<file path="src/rcbol_pkg.sv">
package rcbol_pkg;

	// Table and owner sizing
	localparam int MaxProcs  = 16;
	localparam int ProcW     = $clog2(MaxProcs);
	localparam int NumProcsW = 5;

	// Field widths
	localparam int CoordW = 32;
	localparam int AxisW  = 2;
	localparam int BoxW   = 31;

	// Stream widths
	localparam int STdataW = 136;
	localparam int MTdataW = 8;
	localparam int CfgIdxW = 2;

	// func codes carried on s_tuser
	localparam logic FUNC_LOAD  = 1'b0;
	localparam logic FUNC_QUERY = 1'b1;

	// Configuration register indexes
	localparam logic [CfgIdxW-1:0] REG_NUM_PROCS = 2'd0;
	localparam logic [CfgIdxW-1:0] REG_BOX_X     = 2'd1;
	localparam logic [CfgIdxW-1:0] REG_BOX_Y     = 2'd2;
	localparam logic [CfgIdxW-1:0] REG_BOX_Z     = 2'd3;

	// Controller to datapath commands
	typedef struct packed {
		logic load_node;
		logic start_query;
		logic step;
		logic emit;
	} cmd_t;

	// Datapath to controller status
	typedef struct packed {
		logic walk_done;
		logic out_free;
	} sts_t;

endpackage

</file>
<file path="src/rcbol_ctrl.sv">
module rcbol_ctrl (
	input  logic                clk,
	input  logic                arst_n,
	input  logic                s_tvalid,
	input  logic                s_tuser,
	input  rcbol_pkg::sts_t     sts,
	output logic                s_tready,
	output rcbol_pkg::cmd_t     cmd
);

	localparam logic ST_IDLE = 1'b0;
	localparam logic ST_WALK = 1'b1;

	logic state_q;
	logic state_d;
	logic acc;

	// Handshake and command decode
	always_comb begin
		s_tready        = (state_q == ST_IDLE);
		acc             = s_tvalid && s_tready;
		cmd.load_node   = acc && (s_tuser == rcbol_pkg::FUNC_LOAD);
		cmd.start_query = acc && (s_tuser == rcbol_pkg::FUNC_QUERY);
		cmd.step        = (state_q == ST_WALK) && !sts.walk_done;
		cmd.emit        = (state_q == ST_WALK) && sts.walk_done && sts.out_free;
	end

	// Next state
	always_comb begin
		state_d = state_q;
		case (state_q)
			ST_IDLE: begin
				if (cmd.start_query)
					state_d = ST_WALK;
			end
			ST_WALK: begin
				if (cmd.emit)
					state_d = ST_IDLE;
			end
			default: state_d = ST_IDLE;
		endcase
	end

	always_ff @(posedge clk or negedge arst_n) begin
		if (!arst_n)
			state_q <= ST_IDLE;
		else
			state_q <= state_d;
	end

	// A query always enters the walk
	a_query_walks: assert property (@(posedge clk) disable iff (!arst_n)
		cmd.start_query |=> (state_q == ST_WALK))
		else $error("query accepted but walk not started");

	// No beat is taken while a walk is under way
	a_no_accept_walk: assert property (@(posedge clk) disable iff (!arst_n)
		(state_q == ST_WALK) |-> !(cmd.load_node || cmd.start_query))
		else $error("input accepted during walk");

	// Writing the result ends the walk
	a_emit_idles: assert property (@(posedge clk) disable iff (!arst_n)
		cmd.emit |=> (state_q == ST_IDLE))
		else $error("walk did not end after result write");

endmodule

</file>
<file path="src/rcbol_dp.sv">
module rcbol_dp (
	input  logic                                 clk,
	input  logic                                 arst_n,
	input  rcbol_pkg::cmd_t                      cmd,
	input  logic [rcbol_pkg::STdataW-1:0]        s_tdata,
	input  logic                                 cfg_we,
	input  logic [rcbol_pkg::CfgIdxW-1:0]        cfg_index,
	input  logic [rcbol_pkg::BoxW-1:0]           cfg_wdata,
	input  logic                                 m_tready,
	output rcbol_pkg::sts_t                      sts,
	output logic                                 m_tvalid,
	output logic [rcbol_pkg::MTdataW-1:0]        m_tdata
);

	localparam int CW = rcbol_pkg::CoordW;
	localparam int AW = rcbol_pkg::AxisW;
	localparam int PW = rcbol_pkg::ProcW;

	// Pick one of three coordinates; axis code three reads as z
	function automatic logic signed [CW-1:0] coord_sel(
		input logic [AW-1:0]        ax,
		input logic signed [CW-1:0] x,
		input logic signed [CW-1:0] y,
		input logic signed [CW-1:0] z
	);
		logic signed [CW-1:0] r;
		if (ax[1])
			r = z;
		else if (ax[0])
			r = y;
		else
			r = x;
		return r;
	endfunction

	// Input beat fields
	logic [PW-1:0]        in_index;
	logic signed [CW-1:0] in_cut;
	logic [AW-1:0]        in_axis;
	logic signed [CW-1:0] in_x, in_y, in_z;
	logic [AW-1:0]        in_check;

	assign in_index = s_tdata[3:0];
	assign in_cut   = s_tdata[35:4];
	assign in_axis  = s_tdata[37:36];
	assign in_x     = s_tdata[69:38];
	assign in_y     = s_tdata[101:70];
	assign in_z     = s_tdata[133:102];
	assign in_check = s_tdata[135:134];

	// Configuration registers
	logic [rcbol_pkg::NumProcsW-1:0] num_procs_q;
	logic [rcbol_pkg::BoxW-1:0]      box_x_q, box_y_q, box_z_q;

	always_ff @(posedge clk or negedge arst_n) begin
		if (!arst_n) begin
			num_procs_q <= rcbol_pkg::NumProcsW'(1);
			box_x_q     <= '0;
			box_y_q     <= '0;
			box_z_q     <= '0;
		end else if (cfg_we) begin
			case (cfg_index)
				rcbol_pkg::REG_NUM_PROCS:
					num_procs_q <= cfg_wdata[rcbol_pkg::NumProcsW-1:0];
				rcbol_pkg::REG_BOX_X: box_x_q <= cfg_wdata;
				rcbol_pkg::REG_BOX_Y: box_y_q <= cfg_wdata;
				rcbol_pkg::REG_BOX_Z: box_z_q <= cfg_wdata;
				default: ;
			endcase
		end
	end

	// Node table, written by load beats
	logic signed [CW-1:0] cut_mem  [rcbol_pkg::MaxProcs];
	logic [AW-1:0]        axis_mem [rcbol_pkg::MaxProcs];

	always_ff @(posedge clk) begin
		if (cmd.load_node) begin
			cut_mem[in_index]  <= in_cut;
			axis_mem[in_index] <= in_axis;
		end
	end

	// Box check on the accepted query
	logic signed [CW-1:0]  chk_coord;
	logic [rcbol_pkg::BoxW-1:0] chk_box;
	logic                  mig_d;

	always_comb begin
		chk_coord = coord_sel(in_check, in_x, in_y, in_z);
		if (in_check[1])
			chk_box = box_z_q;
		else if (in_check[0])
			chk_box = box_y_q;
		else
			chk_box = box_x_q;
		mig_d = chk_coord[CW-1] || (chk_coord[CW-2:0] > chk_box);
	end

	// Leaf range end from the clamped processor count
	logic [PW-1:0] last_leaf;

	always_comb begin
		if (num_procs_q == '0)
			last_leaf = '0;
		else if (num_procs_q > rcbol_pkg::NumProcsW'(rcbol_pkg::MaxProcs))
			last_leaf = PW'(rcbol_pkg::MaxProcs - 1);
		else
			last_leaf = PW'(num_procs_q - rcbol_pkg::NumProcsW'(1));
	end

	// Walk state: one tree level per step
	logic signed [CW-1:0] pos_x_q, pos_y_q, pos_z_q;
	logic                 mig_q;
	logic [PW-1:0]        start_q, end_q;
	logic [PW-1:0]        mid;
	logic signed [CW-1:0] node_cut;
	logic [AW-1:0]        node_axis;
	logic                 go_low;

	always_comb begin
		mid       = start_q + ((end_q - start_q) >> 1) + PW'(1);
		node_cut  = cut_mem[mid];
		node_axis = axis_mem[mid];
		go_low    = coord_sel(node_axis, pos_x_q, pos_y_q, pos_z_q) < node_cut;
	end

	always_ff @(posedge clk) begin
		if (cmd.start_query) begin
			pos_x_q <= in_x;
			pos_y_q <= in_y;
			pos_z_q <= in_z;
			mig_q   <= mig_d;
		end
	end

	always_ff @(posedge clk or negedge arst_n) begin
		if (!arst_n) begin
			start_q <= '0;
			end_q   <= '0;
		end else if (cmd.start_query) begin
			start_q <= '0;
			end_q   <= last_leaf;
		end else if (cmd.step) begin
			if (go_low)
				end_q <= mid - PW'(1);
			else
				start_q <= mid;
		end
	end

	// Output register
	localparam int MTdataW_L = rcbol_pkg::MTdataW;
	logic                    out_valid_q;
	logic [MTdataW_L-1:0]    out_data_q;

	always_ff @(posedge clk or negedge arst_n) begin
		if (!arst_n)
			out_valid_q <= 1'b0;
		else if (cmd.emit)
			out_valid_q <= 1'b1;
		else if (m_tready)
			out_valid_q <= 1'b0;
	end

	always_ff @(posedge clk) begin
		if (cmd.emit)
			out_data_q <= {3'b000, start_q, mig_q};
	end

	assign m_tvalid      = out_valid_q;
	assign m_tdata       = out_data_q;
	assign sts.walk_done = (start_q == end_q);
	assign sts.out_free  = !out_valid_q || m_tready;

	// The walk range never inverts
	a_range_order: assert property (@(posedge clk) disable iff (!arst_n)
		start_q <= end_q)
		else $error("walk range inverted");

	// A result is written only when the walk is done and the register is free
	a_emit_ok: assert property (@(posedge clk) disable iff (!arst_n)
		cmd.emit |-> (sts.walk_done && sts.out_free))
		else $error("result written early or over a pending beat");

	// Each step narrows the range
	a_step_narrows: assert property (@(posedge clk) disable iff (!arst_n)
		cmd.step |=> ((end_q - start_q) < $past(end_q - start_q)))
		else $error("walk step did not narrow the range");

endmodule

</file>
<file path="src/rcb_owner_lookup_top.sv">
// Loads: one beat per cycle while no walk is under way, no result.
// Queries: the walk runs over the leaves 0..n-1, n being num_procs
// clamped to 1..16; the walk visits one tree level per step. The next beat is
// taken in the cycle after the result is written, so one query is walked at a time.
// A walk that ends while the previous result is still unaccepted waits for m_tready.
// Reset (arst_n low) clears control and configuration; the node table is not cleared.
module rcb_owner_lookup_top (
	input  logic                                 clk,
	input  logic                                 arst_n,
	// Input stream
	input  logic                                 s_tvalid,
	output logic                                 s_tready,
	// node_index, node_cut, node_axis, pos_x, pos_y, pos_z, check_axis
	input  logic [rcbol_pkg::STdataW-1:0]        s_tdata,
	// func
	input  logic                                 s_tuser,
	// Result stream
	output logic                                 m_tvalid,
	input  logic                                 m_tready,
	// migrate, owner_proc, zero pad
	output logic [rcbol_pkg::MTdataW-1:0]        m_tdata,
	// Configuration writes
	input  logic                                 cfg_we,
	input  logic [rcbol_pkg::CfgIdxW-1:0]        cfg_index,
	input  logic [rcbol_pkg::BoxW-1:0]           cfg_wdata
);

	rcbol_pkg::cmd_t cmd;
	rcbol_pkg::sts_t sts;

	rcbol_ctrl u_ctrl (
		.clk      (clk),
		.arst_n   (arst_n),
		.s_tvalid (s_tvalid),
		.s_tuser  (s_tuser),
		.sts      (sts),
		.s_tready (s_tready),
		.cmd      (cmd)
	);

	rcbol_dp u_dp (
		.clk       (clk),
		.arst_n    (arst_n),
		.cmd       (cmd),
		.s_tdata   (s_tdata),
		.cfg_we    (cfg_we),
		.cfg_index (cfg_index),
		.cfg_wdata (cfg_wdata),
		.m_tready  (m_tready),
		.sts       (sts),
		.m_tvalid  (m_tvalid),
		.m_tdata   (m_tdata)
	);

endmodule
</file>
<file path="config.mk">
export PLATFORM = sky130hd
export DESIGN_NAME = rcb_owner_lookup_top
export DESIGN_NICKNAME = d
export VERILOG_FILES = /design/src/rcbol_pkg.sv /design/src/rcbol_ctrl.sv /design/src/rcbol_dp.sv /design/src/rcb_owner_lookup_top.sv
export SDC_FILE = /design/constraint.sdc
export NUM_CORES = 1
export LEC_CHECK = 0
export BUFFER_PORTS_ARGS = -buffer_cell sky130_fd_sc_hd__buf_2
export CORE_MARGIN = 2
export CORE_UTILIZATION = 45
export DETAILED_ROUTE_END_ITERATION = 16
export HOLD_SLACK_MARGIN = 0.03
export PLACE_DENSITY = 0.58
export SYNTH_ARGS = -nofsm -noshare
export SYNTH_HDL_FRONTEND = slang
export SYNTH_SLANG_ARGS = --single-unit
</file>
<file path="constraint.sdc">
create_clock -name clk -period 16.8 [get_ports clk]
set_clock_uncertainty 0.2 [all_clocks]
set_input_delay 2.52 -clock clk [delete_from_list [all_inputs] [get_ports clk]]
set_output_delay 2.52 -clock clk [all_outputs]
set_load 0.01 [all_outputs]
</file>
# Word level (Yosys, flattened, before mapping)
# Memory sizes are Yosys's and may differ from the RTL's.
# Index checks and enable logic that the tools add are counted.
# totals
ff_bits,210
ramBits,544
in_bits,175
out_inout_bits,10
word_cells,72
memories,2
# mem_list
name,depth,width,rd,rd_clocked_by_memory_dff,write_ports,line_no,source
u_dp.cut_mem,16,32,1,0,1,rcbol_dp.sv:74,logic signed [CW-1:0] cut_mem [rcbol_pkg::MaxProcs];
u_dp.axis_mem,16,2,1,0,1,rcbol_dp.sv:75,logic [AW-1:0] axis_mem [rcbol_pkg::MaxProcs];
# classes
add_sub_neg,5
magnitude_cmp,3
eq_ne,5
n_mux,21
n_bitwise,2
n_reduce_logical,21
# ops
op,count
$mux W32,4
$mux W31,2
$lt A32 B32 Y1,1
$mux W4,8
$gt A31 B31 Y1,1
$reduce_and A2 Y1,6
$sub A4 B1 Y4 const B,2
$logic_and A1 B1 Y1,6
$mux W1,6
$reduce_bool A2 Y1,3
$gt A5 B5 Y1 const B,1
$logic_not A5 Y1,1
$add A4 B1 Y4 const B,1
$add A4 B3 Y4,1
$eq A2 B2 Y1 const B,2
$eq A4 B4 Y1,1
$sub A4 B4 Y4,1
$eq A2 B1 Y1 const B,1
$logic_not A1 Y1,2
$logic_not A2 Y1,1
$logic_or A1 B1 Y1,2
$ne A2 B2 Y1 const B,1
$not A1 Y1,2
$pmux W1 S2,1

# Depth between registers and ports, before layout
# An unclocked memory read counts as a cell.
# depth
ltp_word,10
mapped_depth,27

# Modules after synthesis
# Synthesis repeated with hierarchy kept, for this count alone.
# hier_totals
cells_unflattened,1726
area_unflattened_um2,31559.0
# modules_own_cells
mod,n_inst,cells_per_inst,area_per_inst_um2,seq_area_each_um2
rcbol_dp,1,1718,31495.2,22077.4
rcbol_ctrl,1,8,63.8,25.0

# Worst setup path after synthesis
# OpenSTA, ideal clock, no wires.
# synth_path
kind,register -> register
startpoint,register u_dp.end_q[0]
endpoint,register u_dp.end_q[1]
setup_time_ns,0.125
arrival_time_ns,6.118
required_ns,16.475
slack_ns,10.356
path_stages_with_launch,24
period_less_slack_ns,6.444
path_cell_list,dfrtp_1 -> inv_1 -> ha_1 -> inv_1 -> fa_1 -> inv_1 -> ha_1 -> buf_6 -> clkbuf_1 -> buf_2 -> buf_1 -> mux4_2 -> mux4_2 -> inv_1 -> ha_1 -> a21oi_1 -> o21ai_0 -> a2111oi_0 -> nor2_1 -> nor4_1 -> nor2b_1 -> a2111oi_4 -> nor3b_4 -> mux2_4
# synth_via
elab_chain_cells,9
# synth_rtl
element,line_no,source
start: declaration,rcbol_dp.sv:115,"logic [PW-1:0] start_q, end_q;"
start signal: assignment,rcbol_dp.sv:143,end_q <= last_leaf;
start signal: assignment,rcbol_dp.sv:146,end_q <= mid - PW'(1);
$sub A4 B4 Y4,rcbol_dp.sv:122,mid = start_q + ((end_q - start_q) >> 1) + PW'(1);
$add A4 B3 Y4,rcbol_dp.sv:122,
$add A4 B1 Y4,rcbol_dp.sv:122,
$mem_v2 Z16 W2,n/a,
$mux W32,rcbol_dp.sv:29,else if (ax[0])
$mux W32,rcbol_dp.sv:27,if (ax[1])
$lt A32 B32 Y1,rcbol_dp.sv:125,"go_low = coord_sel(node_axis, pos_x_q, pos_y_q, pos_z_q) < node_cut;"
$reduce_bool A2 Y1 (no source line),n/a,
$reduce_and A2 Y1 (no source line),n/a,
# Parallel ways exist; a longest one is shown, timed or not. The select of a mux whose other input is x is not followed.
# A chain may end at the register's enable or synchronous reset.

# Worst setup path in the final report
# layout_path
startpoint,register u_dp.end_q[0]
endpoint,register u_dp.end_q[3]
# Same word-level chain as after synthesis.

==> metrics.csv <==
stage;metric;value;unit
global_routing;grt_pass1_wl;111000;µm
die;die_y;269;µm
detailed_routing;vias;16330;
die;die_area;72100;µm²
critical_path;rr_endpoint;u_dp.end_q[3];
timing;maxSlewHeadroom;0.202;
cts;cts_resized;0;
critical_path;cp-end-kind;register;
synth;synth_most_common_cell;edfxtp_1;
detailed_routing;ant_nets;0;
detailed_routing;first_pass_iters;5;
detailed_routing;highest_layer;met5;
critical_path;worstSetupPathType;register to register;
layout;nets;2174;
layout;fin_area;36000;µm²
timing;grt_setup_unrepaired;no;
global_routing;grt_pass1_vias;17195;
layout;final_core_util;0.522;
detailed_routing;wl;74900;µm
die;dieWidth;269;µm
detailed_routing;first_iter_violations;1258;
cts;cts.path.max_buffers;3;
critical_path;cp_data_required_time;17100;ps
synth;yosys_register_bits;754;
timing;setup_viol;0;
critical_path;critPathLaunchType;register;
die;core-area;68900;µm²
cts;postCtsSetupRepairBufs;0;
global_routing;grt_use_total;0.212;
cts;clockRootBuffer;clkbuf_16;
cts;htree_levels;3;
place;numPortBuffers;181;
worst_hold_path;min_path_type;register to register;
critical_path;worstPathArrival;8340;ps
layout;drive_above_1_share;0.307;
cts;ctsHoldBuffers;0;
synth;synth_largest_area_cell;edfxtp_1;
timing;worst_pin_slew;1190;ps
global_routing;grt_max_degree;81;
detailed_routing;post_drt_wl_per_cell;25.7;µm
synth;synthTopCellsByArea;edfxtp_1 62%, mux4_2 12%, dfrtp_1 8.5%;
cts;numCtsBuffers;80;
synth;ys_seq_area_frac;0.702;
worst_hold_path;whs_endpoint;u_dp.box_x_q[8];
worst_hold_path;whs_path_depth;1;
detailed_routing;drcViolationCount;0;
place;dp_hpwl;43800;µm
global_routing;grt_overflow;0;
synth;yosys-top-cells-count;646 x edfxtp_1, 166 x mux4_2, 107 x dfrtp_1;
place;place_area;33600;µm²
timing;timing.fmax;124;MHz
die;fp-row-count;96;
synth;netlist_instances;1709;
cts;cts_tree;built;
synth;synth_edf_count;646;
outcome;status;complete, no violations;
detailed_routing;wl_met3;3510;µm
critical_path;rr_startpoint;u_dp.end_q[0];
critical_path;ff2ff_setup_slack;8760;ps
cts;clk_latency;610;ps
synth;synth_warnings;0;
global_routing;antenna_found_initial;7;
timing;post-route-period-util;0.479;
job;max_cap_viol_count;0;
timing;fin_crit;8040;ps
timing;hold_viol_final;0;
place;place.gp.congestion;0.855;
critical_path;rr_worst_depth;25;
timing;finalMaxSlewViolations;0;
critical_path;cp_max_fo;62;
detailed_routing;drt-vias-per-instance;5.60;
synth;ys.flop_type;edfxtp_1;
timing;setup_tns;0;ps
timing;hold_slack;302;ps
synth;synthDistinctLibCells;56;
die;io_pins;185;
worst_hold_path;hold_path.startpoint;u_dp.box_x_q[8];
die;start_util;0.457;
detailed_routing;met2_length;37600;µm
layout;antennaDiodeCount;0;
synth;netlist_area;31500;µm²
synth;avgSynthCellArea;18.4;µm²
layout;num-fill-cells;5659;
cts;clk_pin_slew;60;ps
cts;cts.sinks;754;
layout;area_delta_synth_final;14.3;%
detailed_routing;wl_met1;32000;µm
synth;async_reset_ff_frac;0.143;
synth;yosysTopAreaCellShare;0.616;
[state kept, by name, summed over array words and instances (netlist names), 5 cells and up]
register	cells
u_dp.axis_mem	32
u_dp.num_procs_q	5
u_dp.pos_y_q	32
u_dp.pos_x_q	32
u_dp.pos_z_q	32
u_dp.m_tdata	5
u_dp.box_x_q	31
u_dp.cut_mem	512
u_dp.box_y_q	31
u_dp.box_z_q	31
[cells by family (layout without fill, tap and decap cells)]
family,after synthesis,after routing,synth area share
and+or+nand+nor,200,200,0.0289
adders and majority gates,74,74,0.0297
AOI/OAI and AO/OA,176,176,0.0326
other,1,3,0.000119
muxes,369,369,0.188
xor gates and xnor gates,7,7,0.00242
DFF,754,754,0.702
buffers and inverters,128,401,0.0161
[critical path: stages (launching register included)]
cell,delay (ps)
dfrtp_1,360
inv_1,80
ha_1,150
inv_1,70
fa_1,470
inv_1,110
ha_4,140
inv_1,50
fa_4,1290
buf_4,760
mux4_2,410
nand2_1,90
a21oi_1,80
nor4_2,160
buf_4,490
a21oi_1,150
ha_1,360
a21oi_1,140
o21ai_0,130
a2111oi_0,420
nor2_1,70
nor4_1,430
nor2b_1,360
a2111oi_4,140
nor3b_4,370
mux2_4,340
[layer usage]
metal  global-route usage  vias to the layer above
li1                     -                     7241
met5                    0                        -
met4               0.0577                        6
met2                0.361                      412
met3               0.0363                      122
met1                0.282                     8549
[per-stage QoR]
step	cells	setup WS (ps)
2_1_floorplan	1711	10360
3_3_place_gp	2776	8860
3_5_place_dp	2776	8770
4_1_cts	2915	8760
5_1_grt	2915	8210
6_report	2915	8760
[worst max-delay path by stage]
stage	start	endpoint	slack [ps]	depth (start not counted)
after floorplan	u_dp.end_q[0]	u_dp.end_q[1]	10360	23
after global placement	u_dp.end_q[0]	u_dp.end_q[1]	8860	25
after detailed placement	u_dp.end_q[0]	u_dp.end_q[1]	8770	25
after CTS	u_dp.end_q[0]	u_dp.end_q[3]	8760	25
after global routing	u_dp.start_q[0]	u_dp.end_q[3]	8210	25
final	u_dp.end_q[0]	u_dp.end_q[3]	8760	25
[cell type report]
cell class                      instances  area (µm²)  area share
Inverter                               48         183     0.00508
Multi-Input combinational cell        829        9030       0.251
Clock inverter                         32         190     0.00529
Timing Repair Buffer                  214        1160      0.0323
Clock buffer                          107        2150      0.0596
Sequential cell                       754       22100       0.614
Tap cell                              931        1160      0.0324
[placed cells by master (no fill, tap or decap), types with 50 or more instances in the layout]
| cell | netlist | layout |
|---|---|---|
| nor2_1 | 86 | 74 |
| edfxtp_1 | 646 | 646 |
| mux2_2 | 95 | 95 |
| o21ai_0 | 50 | 50 |
| a21oi_1 | 84 | 84 |
| ha_1 | 70 | 69 |
| nand2_1 | 53 | 53 |
| buf_2 | 1 | 178 |
| clkbuf_16 | 0 | 82 |
| mux4_2 | 166 | 166 |
| dfrtp_1 | 107 | 107 |
| mux2i_1 | 103 | 103 |
Power is left out: the tool's default activity adds up to more than one toggle a clock period on the data nets, which glitch-free logic cannot reach.
